## config.mk

```make
export PLATFORM = sky130hd
export DESIGN_NAME = lfu_tag_cache_lookup_replace
export DESIGN_NICKNAME = d
export VERILOG_FILES = /design/src/rtl/core/ltc_pkg.sv /design/src/rtl/core/lfu_tag_cache_lookup_replace.sv
export SDC_FILE = /design/constraint.sdc
export NUM_CORES = 2
export LEC_CHECK = 0
export BUFFER_PORTS_ARGS = -buffer_cell sky130_fd_sc_hd__clkbuf_2
export CAP_MARGIN = 15
export CORE_AREA = 2 2 347 349
export CTS_CLUSTER_DIAMETER = 200
export DETAILED_ROUTE_END_ITERATION = 16
export DIE_AREA = 0 0 349 351
export HOLD_SLACK_MARGIN = 0.03
export PLACE_DENSITY = 0.76
export SYNTH_ARGS = -nofsm -noshare
export SYNTH_HDL_FRONTEND = slang
export SYNTH_SLANG_ARGS = --single-unit
```

## constraint.sdc

```tcl
create_clock -name clk -period 7.01 [get_ports clk]
set_input_delay 0 -clock clk [delete_from_list [all_inputs] [get_ports clk]]
set_output_delay 0 -clock clk [all_outputs]
set_load 0.1 [all_outputs]
```

## src/rtl/core/ltc_pkg.sv

```systemverilog
// Shared types and constants for the LFU tag cache.
`timescale 1ns / 1ps

package ltc_pkg;

    localparam int TAG_W    = 32;
    localparam int CNT_W    = 32;
    localparam int SLOT_W   = 4;
    localparam int RMCNT_W  = 5;
    localparam int S_DATA_W = 64;
    localparam int M_DATA_W = 48;
    localparam int M_USED_W = 1 + SLOT_W + 1 + TAG_W + RMCNT_W;

    localparam logic CMD_LOOKUP = 1'b0;
    localparam logic CMD_REMOVE = 1'b1;

    localparam logic [CNT_W-1:0]   CNT_TOP   = '1;
    localparam logic [CNT_W-1:0]   CNT_ONE   = CNT_W'(1);
    localparam logic [RMCNT_W-1:0] RMCNT_TOP = '1;

    typedef struct packed {
        logic [CNT_W-1:0] hits;
        logic [TAG_W-1:0] state_tag;
        logic [TAG_W-1:0] node;
    } entry_t;

    typedef struct packed {
        logic [RMCNT_W-1:0] removed_count;
        logic [TAG_W-1:0]   evicted_node;
        logic               evicted;
        logic [SLOT_W-1:0]  slot;
        logic               hit;
    } result_t;

endpackage

```

## src/rtl/core/lfu_tag_cache_lookup_replace.sv

```systemverilog
// LFU fully associative tag cache: lookup with fill/replace, and remove by node.
// Each item is scanned over all slots, then the compare stage drains and the result
// is registered once the output is free; the input is not ready until then.
// The slot scan does one slot memory read and one tag/counter compare per cycle.
// The result register holds its transfer while the next item is taken.
// Reset clears all valid bits and control state; slot tags and counters are not cleared.
`timescale 1ns / 1ps

module lfu_tag_cache_lookup_replace #(
    parameter int ENTRIES = 16
) (
    input  logic                           clk,
    input  logic                           rst_n,
    input  logic                           s_tvalid,
    output logic                           s_tready,
    // node_id [31:0], state_tag [63:32]
    input  logic [ltc_pkg::S_DATA_W-1:0]   s_tdata,
    // command [0]
    input  logic                           s_tuser,
    output logic                           m_tvalid,
    input  logic                           m_tready,
    // hit [0], slot [4:1], evicted [5], evicted_node [37:6],
    // removed_count [42:38], zero [47:43]
    output logic [ltc_pkg::M_DATA_W-1:0]   m_tdata
);

    import ltc_pkg::*;

    localparam int IDX_W = (ENTRIES > 1) ? $clog2(ENTRIES) : 1;
    localparam logic [IDX_W-1:0] IDX_LAST = IDX_W'(ENTRIES - 1);
    localparam logic [IDX_W-1:0] IDX_ZERO = '0;

    localparam logic [2:0] ST_IDLE   = 3'd0;
    localparam logic [2:0] ST_SCAN   = 3'd1;
    localparam logic [2:0] ST_DRAIN  = 3'd2;
    localparam logic [2:0] ST_UPDATE = 3'd3;

    entry_t slot_mem [ENTRIES];
    entry_t rd_data_reg;

    logic [2:0]         state_reg, state_next;
    logic [ENTRIES-1:0] valid_reg, valid_next;
    logic [IDX_W-1:0]   addr_reg, addr_next;
    logic [IDX_W-1:0]   cmp_idx_reg, cmp_idx_next;
    logic               cmp_en_reg, cmp_en_next;

    logic               cmd_reg, cmd_next;
    logic [TAG_W-1:0]   node_reg, node_next;
    logic [TAG_W-1:0]   tag_reg, tag_next;

    logic               hit_found_reg, hit_found_next;
    logic [IDX_W-1:0]   hit_idx_reg, hit_idx_next;
    logic [CNT_W-1:0]   hit_cnt_reg, hit_cnt_next;
    logic               free_found_reg, free_found_next;
    logic [IDX_W-1:0]   free_idx_reg, free_idx_next;
    logic [CNT_W-1:0]   min_cnt_reg, min_cnt_next;
    logic [IDX_W-1:0]   min_idx_reg, min_idx_next;
    logic [TAG_W-1:0]   min_node_reg, min_node_next;
    logic [RMCNT_W-1:0] rm_count_reg, rm_count_next;

    logic               out_valid_reg, out_valid_next;
    result_t            out_reg, out_next;

    logic               out_free;
    logic               node_eq;
    logic               state_eq;
    logic               cmp_slot_valid;
    logic               cnt_less;
    logic               mem_we;
    logic [IDX_W-1:0]   wr_idx;
    entry_t             wr_data;
    logic [IDX_W+SLOT_W-1:0] slot_wide;

    assign s_tready = (state_reg == ST_IDLE);
    assign m_tvalid = out_valid_reg;
    assign m_tdata  = {{(M_DATA_W - M_USED_W){1'b0}}, out_reg};
    assign out_free = !out_valid_reg || m_tready;

    assign node_eq        = (rd_data_reg.node == node_reg);
    assign state_eq       = (rd_data_reg.state_tag == tag_reg);
    assign cmp_slot_valid = valid_reg[cmp_idx_reg];
    assign cnt_less       = (rd_data_reg.hits < min_cnt_reg);
    assign slot_wide      = {{SLOT_W{1'b0}}, wr_idx};

    always_comb
    begin
        if (hit_found_reg)
        begin
            wr_idx = hit_idx_reg;
        end
        else if (free_found_reg)
        begin
            wr_idx = free_idx_reg;
        end
        else
        begin
            wr_idx = min_idx_reg;
        end
        wr_data.node      = node_reg;
        wr_data.state_tag = tag_reg;
        if (hit_found_reg)
        begin
            wr_data.hits = (hit_cnt_reg == CNT_TOP) ? hit_cnt_reg : hit_cnt_reg + CNT_ONE;
        end
        else
        begin
            wr_data.hits = CNT_ONE;
        end
        mem_we = (state_reg == ST_UPDATE) && out_free && (cmd_reg == CMD_LOOKUP);
    end

    always_comb
    begin
        state_next      = state_reg;
        valid_next      = valid_reg;
        addr_next       = addr_reg;
        cmp_idx_next    = cmp_idx_reg;
        cmp_en_next     = 1'b0;
        cmd_next        = cmd_reg;
        node_next       = node_reg;
        tag_next        = tag_reg;
        hit_found_next  = hit_found_reg;
        hit_idx_next    = hit_idx_reg;
        hit_cnt_next    = hit_cnt_reg;
        free_found_next = free_found_reg;
        free_idx_next   = free_idx_reg;
        min_cnt_next    = min_cnt_reg;
        min_idx_next    = min_idx_reg;
        min_node_next   = min_node_reg;
        rm_count_next   = rm_count_reg;
        out_valid_next  = out_valid_reg && !m_tready;
        out_next        = out_reg;

        // compare stage, one slot per cycle
        if (cmp_en_reg && cmp_slot_valid)
        begin
            if (cmd_reg == CMD_REMOVE)
            begin
                if (node_eq)
                begin
                    valid_next[cmp_idx_reg] = 1'b0;
                    if (rm_count_reg != RMCNT_TOP)
                    begin
                        rm_count_next = rm_count_reg + RMCNT_W'(1);
                    end
                end
            end
            else
            begin
                if (node_eq && state_eq && !hit_found_reg)
                begin
                    hit_found_next = 1'b1;
                    hit_idx_next   = cmp_idx_reg;
                    hit_cnt_next   = rd_data_reg.hits;
                end
                if ((cmp_idx_reg == IDX_ZERO) || cnt_less)
                begin
                    min_cnt_next  = rd_data_reg.hits;
                    min_idx_next  = cmp_idx_reg;
                    min_node_next = rd_data_reg.node;
                end
            end
        end
        if (cmp_en_reg && !cmp_slot_valid && !free_found_reg)
        begin
            free_found_next = 1'b1;
            free_idx_next   = cmp_idx_reg;
        end

        case (state_reg)
            ST_IDLE:
            begin
                if (s_tvalid)
                begin
                    cmd_next        = s_tuser;
                    node_next       = s_tdata[TAG_W-1:0];
                    tag_next        = s_tdata[2*TAG_W-1:TAG_W];
                    addr_next       = IDX_ZERO;
                    hit_found_next  = 1'b0;
                    free_found_next = 1'b0;
                    rm_count_next   = '0;
                    state_next      = ST_SCAN;
                end
            end
            ST_SCAN:
            begin
                cmp_en_next  = 1'b1;
                cmp_idx_next = addr_reg;
                if (addr_reg == IDX_LAST)
                begin
                    state_next = ST_DRAIN;
                end
                else
                begin
                    addr_next = addr_reg + IDX_W'(1);
                end
            end
            ST_DRAIN:
            begin
                state_next = ST_UPDATE;
            end
            ST_UPDATE:
            begin
                if (out_free)
                begin
                    out_valid_next        = 1'b1;
                    out_next.hit          = 1'b0;
                    out_next.slot         = '0;
                    out_next.evicted      = 1'b0;
                    out_next.evicted_node = '0;
                    out_next.removed_count = '0;
                    if (cmd_reg == CMD_REMOVE)
                    begin
                        out_next.removed_count = rm_count_reg;
                    end
                    else
                    begin
                        valid_next[wr_idx] = 1'b1;
                        out_next.slot      = slot_wide[SLOT_W-1:0];
                        out_next.hit       = hit_found_reg;
                        if (!hit_found_reg && !free_found_reg)
                        begin
                            out_next.evicted      = 1'b1;
                            out_next.evicted_node = min_node_reg;
                        end
                    end
                    state_next = ST_IDLE;
                end
            end
            default:
            begin
                state_next = ST_IDLE;
            end
        endcase
    end

    always_ff @(posedge clk)
    begin
        if (mem_we)
        begin
            slot_mem[wr_idx] <= wr_data;
        end
        rd_data_reg <= slot_mem[addr_reg];
    end

    always_ff @(posedge clk or negedge rst_n)
    begin
        if (!rst_n)
        begin
            state_reg      <= ST_IDLE;
            valid_reg      <= '0;
            cmp_en_reg     <= 1'b0;
            out_valid_reg  <= 1'b0;
        end
        else
        begin
            state_reg      <= state_next;
            valid_reg      <= valid_next;
            cmp_en_reg     <= cmp_en_next;
            out_valid_reg  <= out_valid_next;
        end
    end

    always_ff @(posedge clk)
    begin
        addr_reg       <= addr_next;
        cmp_idx_reg    <= cmp_idx_next;
        cmd_reg        <= cmd_next;
        node_reg       <= node_next;
        tag_reg        <= tag_next;
        hit_found_reg  <= hit_found_next;
        hit_idx_reg    <= hit_idx_next;
        hit_cnt_reg    <= hit_cnt_next;
        free_found_reg <= free_found_next;
        free_idx_reg   <= free_idx_next;
        min_cnt_reg    <= min_cnt_next;
        min_idx_reg    <= min_idx_next;
        min_node_reg   <= min_node_next;
        rm_count_reg   <= rm_count_next;
        out_reg        <= out_next;
    end

    a_accept_starts_scan: assert property (@(posedge clk) disable iff (!rst_n)
        (s_tvalid && s_tready) |=> (state_reg == ST_SCAN))
        else $error("scan did not start after input transfer");

    a_cmp_only_in_scan: assert property (@(posedge clk) disable iff (!rst_n)
        cmp_en_reg |-> ((state_reg == ST_SCAN) || (state_reg == ST_DRAIN)))
        else $error("compare stage active outside scan");

    a_hit_not_evict: assert property (@(posedge clk) disable iff (!rst_n)
        m_tvalid |-> !(out_reg.hit && out_reg.evicted))
        else $error("result reports both hit and eviction");

    a_remove_no_fill: assert property (@(posedge clk) disable iff (!rst_n)
        (state_reg == ST_UPDATE && out_free && cmd_reg == CMD_REMOVE)
            |=> (out_reg.hit == 1'b0 && out_reg.evicted == 1'b0))
        else $error("remove reported a hit or eviction");

endmodule

```

Word level (Yosys, flattened, before mapping) --
Memory sizes are Yosys's and may differ from the RTL's. A register that Yosys moved wholly into a read port is not among the register bits. Index checks and enable logic that the tools add are counted. Widths: inputs -> output; s select.
Word-level totals: memory bits (writable) 1536, bits in registers 252, word-level logic and storage cells 120, bits of input ports 69, memories kept 1
Memory list:
- slot_mem | depth 16, bits a word 96, rd ports 1, clocked after Yosys merged registers in 1, write ports 1, RTL line lfu_tag_cache_lookup_replace.sv:38 | entry_t slot_mem [ENTRIES];
Cells by class: magnitude comparators 5, bitwise operators 5, mux-type cells 43, eq/ne operators 12, add/subtract/negate cells 3, reductions and logical operators 28
Operator list (count):
- $mux 16 | 6
- $eq 32x32->1 | 2
- $mux 32 | 2
- $add 32x1->32 const B | 1
- $eq 32x32->1 const B | 1
- $lt 32x32->1 | 1
- $mux 5 | 6
- $mux 1 | 17
- $and 16x16->16 | 1
- $mux 4 | 4
- $not 16->16 | 1
- $or 16x16->16 | 1
- $pmux 3 s4 | 1
- $reduce_and 3->1 | 4
- $logic_and 1x1->1 | 11
- $lt 4x5->1 const B | 2
- $mux 3 | 3
- $demux 1 s4 | 2
- $ge 4x1->1 const B | 2
- $ne 2x2->1 const B | 4
- $pmux 4 s2 | 1
- $eq 3x2->1 const B | 2
- $add 5x1->5 const B | 1
- $logic_not 1->1 | 5
- 12 further kinds | 15

Depth between registers and ports, before layout --
word-level depth 13, mapped depth 10, mapped depth without buffers 8

Worst setup path after synthesis --
Ideal clock, no wire load.
kind register to register, start register out_valid_reg, in the netlist m_tvalid, end register valid_reg[14], data required time 6920 ps, arrival 6511 ps, path slack 409 ps, stages on the path, launching flop included 7, buffers on the path 0, period minus slack after synthesis 6601 ps, path through dfrtp_1 -> nor2b_1 -> nor3_1 -> or3b_2 -> nor2_1 -> nor3_1 -> a21oi_2
Between the ends: cells in the longest elaborated chain, start to end 4
Ends and longest elaborated chain:
- from (decl) | RTL line lfu_tag_cache_lookup_replace.sv:61 | logic out_valid_reg, out_valid_next;
- from (signal assigned) | RTL line lfu_tag_cache_lookup_replace.sv:260 | out_valid_reg <= out_valid_next;
- $logic_not 1->1 | RTL line lfu_tag_cache_lookup_replace.sv:77 | assign out_free = !out_valid_reg || m_tready;
- $logic_or 1x1->1 | RTL line lfu_tag_cache_lookup_replace.sv:77
- $mux 16 | RTL line lfu_tag_cache_lookup_replace.sv:204 | if (out_free)
- $mux 16 | RTL line lfu_tag_cache_lookup_replace.sv:170 | case (state_reg)
- named net valid_next[14] | RTL line lfu_tag_cache_lookup_replace.sv:42 | logic [ENTRIES-1:0] valid_reg, valid_next;
- to (signal assigned) | RTL line lfu_tag_cache_lookup_replace.sv:258 | valid_reg <= valid_next;
- to (decl) | RTL line lfu_tag_cache_lookup_replace.sv:42
The timed path passes the listed nets, and every way through them passes these cells. A chain may end at the register's enable or synchronous reset.

Final worst setup path --
start register cmp_idx_reg[3], end register min_node_reg[20], enable pin
Between the ends: cells in the longest elaborated chain, start to end 4, elaborated cells on any way between the ends 6, classes of those cells 2 x mux; 4 x reduce/logical
Ends and longest elaborated chain:
- from (decl) | RTL line lfu_tag_cache_lookup_replace.sv:44 | logic [IDX_W-1:0] cmp_idx_reg, cmp_idx_next;
- from (signal assigned) | RTL line lfu_tag_cache_lookup_replace.sv:267 | cmp_idx_reg <= cmp_idx_next;
- $bmux 1 s4 | RTL line lfu_tag_cache_lookup_replace.sv:81 | assign cmp_slot_valid = valid_reg[cmp_idx_reg];
- $mux 1 (not written as such) | RTL line lfu_tag_cache_lookup_replace.sv:81
- $logic_and 1x1->1 | RTL line lfu_tag_cache_lookup_replace.sv:135 | if (cmp_en_reg && cmp_slot_valid)
- $reduce_and 3->1 (no source line) (*)
- to (signal assigned) | RTL line lfu_tag_cache_lookup_replace.sv:278 | min_node_reg <= min_node_next;
- to (decl) | RTL line lfu_tag_cache_lookup_replace.sv:58 | logic [TAG_W-1:0] min_node_reg, min_node_next;
Every way passes the cells marked *; elsewhere a longest branch is shown, timed or not. The select of a mux whose other input is x is not followed.

==> flow_summary.ini <==
[floorplan]
coreArea_um2 = 119000
die_area_um2 = 122000
die_w_um = 349
std_cell_rows = 127
initial_core_util_pct = 59.3
die_y_um = 351
io_pins = 119

[synth]
yosys.area_share.xor_xnor_pct = 1.10
syn_area_per_cell_um2 = 23.1
ys_types = 70
ys_warn_count = 0
synthMuxAreaShare_pct = 15.6
seq_area_frac_synth_pct = 78.5
synth_compound_area_share_pct = 0.911
synth_top_area_share_pct = 74.8
synth_top_family_by_area = multiplexers
synth_edf_count = 1760
netlist_area_um2 = 70600
synthCells = 3054
synthFlopType = edfxtp_1
synth_simple_gate_area_share_pct = 2.15
synth_area_leaders = edfxtp_1, mux4_2, dfxtp_1, xor2_1, dfrtp_1
synth_top_cell_by_area = edfxtp_1
synthAdderAreaFrac_pct = 0.673
async_flop_share_pct = 1.06
synth-seq-cells = 1883

[clocking]
post-cts-setup-buffers = 0
cts_root_buf = clkbuf_16
insertion_delay_ns = 0.79
numCtsBuffers = 174
htree_num_levels = 4
cts_sinks = 1883
holdBufCountCts = 134
cts_tree = done
cts_resized = 0
clk_pin_slew_ns = 0.07
cts.path.max_buffers = 3

[setup_path]
worst-path-buf-inv = 1
crit_family = compound AO/OA/AOI/OAI gates
start_kind = register
crit_path_top_delay_cell = a21oi_4
worst_ep_required_time_ns = 7.41
crit_path_cell_trace = mux2i_1 -> a22oi_1 -> nor3b_1 -> a31oi_1 -> or4b_1 -> a21oi_4 -> buf_4
critical_path_class = register to register
r2r_setup_slack_ns = 2.79
critPathCaptureType = register
cp_max_fo = 41
arrival_ns = 4.62
max_stage_delay_ns = 0.79

[sta]
max_freq_mhz = 237
worst_pin_slew_ns = 1.18
setup_viol = 0
fin_crit_sh_pct = 60.2
rsz0062_at_grt = no
skew_ns = 0.0331
slew_violations = 0
finalHoldViolCount = 0
slew_headroom_pct = 21.0
min_period_ns = 4.22
tns_ns = 0

[layout]
multi_input_area_um2 = 14600
fin_area_um2 = 80500
instances_no_fill = 5100
nets = 3509
syn2layout_area_growth_pct = 14.1
utilization_pct = 67.7
register_area_um2 = 55400
fillCellCount = 6898
drive_above_1_share_pct = 27.1
largest_reg_flops = 1536

[detailed_routing]
dr.first_iter.drc_count = 3987
wl_um = 159000
via_per_inst = 6.56
wl_per_cell_um = 31.1
drc_errors = 0
ant_nets = 0
vias = 33500
dr.pass1.iters = 5

[global_routing]
grt.overflow.total = 0
antenna_found_initial = 1
grt_max_degree = 129
grt_usage_pct = 26.4
grt_pass1_wl_um = 233000
grt_pass1_vias = 34600

[power]
vdd.ir_drop.worst_mv = 0.371
power_density_nw_per_um2 = 382
p_leak_nw = 26.0

[placed_design]
dp_hpwl_um = 76700
postPlaceCellArea_um2 = 73200
port_buffers = 113
gp_congestion = 0.836
placed_cells = 4636

[run]
max_cap_violations = 0

[min_path]
hold_class = input port to register

[run_status]
status = completed
-- worst reg2reg max path, stage by stage, from the launching register on --
cell      delay, ns
edfxtp_1       0.78
mux2i_1        0.16
a22oi_1        0.28
nor3b_1        0.29
a31oi_1        0.11
or4b_1         0.63
a21oi_4        0.79
buf_4          0.71
-- layout make-up --
type / count / area share (%)
sequential: 1883 / 68.8
multi-input combinational: 994 / 18.1
clock buffer: 245 / 6.26
timing repair buffer: 305 / 3.15
tap: 1548 / 2.40
clock inverter: 80 / 1.05
inverter: 44 / 0.208
antenna: 1 / 0.00311
-- final timing paths --
| check | start | endpoint | cells after the start |
|---|---|---|---|
| worst max-delay path | cmp_idx_reg[3] | min_node_reg[20] | 7 |
| worst min-delay path | s_tdata[0] | node_reg[0] | 2 |
| worst max register to register | cmp_idx_reg[3] | min_node_reg[20] | 7 |
| worst min register to register | rd_data_reg[31] | min_node_reg[31] | 0 |
| max in group asynchronous | rst_n | valid_reg[10] | 3 |
| min in group asynchronous | rst_n | valid_reg[12] | 3 |
-- where the power goes --
group	switching, W	internal [W]
combinational	0.00368	0.00323
clock	0.00404	0.00564
sequential	0.000729	0.0134
total	0.00845	0.0223
-- placed cells by master (no fill, tap or decap), drive strengths merged, types with 4 or more instances in the layout --
master / count
a211oi: 8
a21boi: 4
a21o: 8
a21oi: 32
a31oi: 6
and2: 65
and4: 10
buf: 58
bufinv: 17
clkbuf: 358
clkinv: 53
conb: 5
dfrtp: 20
dfxtp: 103
dlygate4sd3: 134
edfxtp: 1760
ha: 38
inv: 51
mux2: 6
mux2i: 12
mux4: 480
nand2: 37
nand2b: 8
nand3: 14
nand4: 16
nor2: 46
nor2b: 7
nor3: 20
nor4: 29
o21ai: 13
or3: 4
xnor2: 8
xor2: 81
-- synthesized netlist by cell type, types with 4 or more instances --
library cell and number:
a211oi_1 7, a21o_1 8, a21oi_1 28, a21oi_2 4, a31oi_1 6, and2_1 65, and4_1 8, buf_1 7
buf_2 41, buf_4 6, clkbuf_1 79, dfrtp_1 20, dfxtp_1 103, edfxtp_1 1760, ha_1 38, inv_1 44
mux2_2 5, mux2i_1 12, mux4_2 480, nand2_1 37, nand2b_1 8, nand3_1 14, nand4_1 15, nor2_1 46
nor2b_1 7, nor3_1 20, nor4_1 28, o21ai_0 13, or3_1 4, xnor2_1 8, xor2_1 81
-- kinds of logic (layout without fill, tap and decap cells) --
kind of cell / Yosys count / after routing
muxes: 498 / 498
other: 1 / 6
adders and majority gates: 38 / 38
and+or+nand+nor: 271 / 271
AOI/OAI and AO/OA: 93 / 93
buffers and inverters: 181 / 674
xor gates and xnor gates: 89 / 89
DFF: 1883 / 1883
-- through the flow --
step | total power, W | setup slack, ns | hold WS (ns)
2_1_floorplan | 0.0193 | 0.409 | -0.296
3_3_place_gp | 0.0210 | 2.91 | 0.00541
3_5_place_dp | 0.0212 | 2.85 | 0.0126
4_1_cts | 0.0309 | 2.80 | 0.0541
5_1_grt | 0.0317 | 2.57 | 0.107
6_report | 0.0308 | 2.79 | 0.109
-- metal layers --
layer,wire (um),track usage (%),vias up
li1,-,-,13500
met1,60300,37.0,17800
met2,80800,43.3,1943
met3,13900,4.97,254
met4,3700,7.35,0
met5,0,0,-
(Power assumes the default switching activity.)
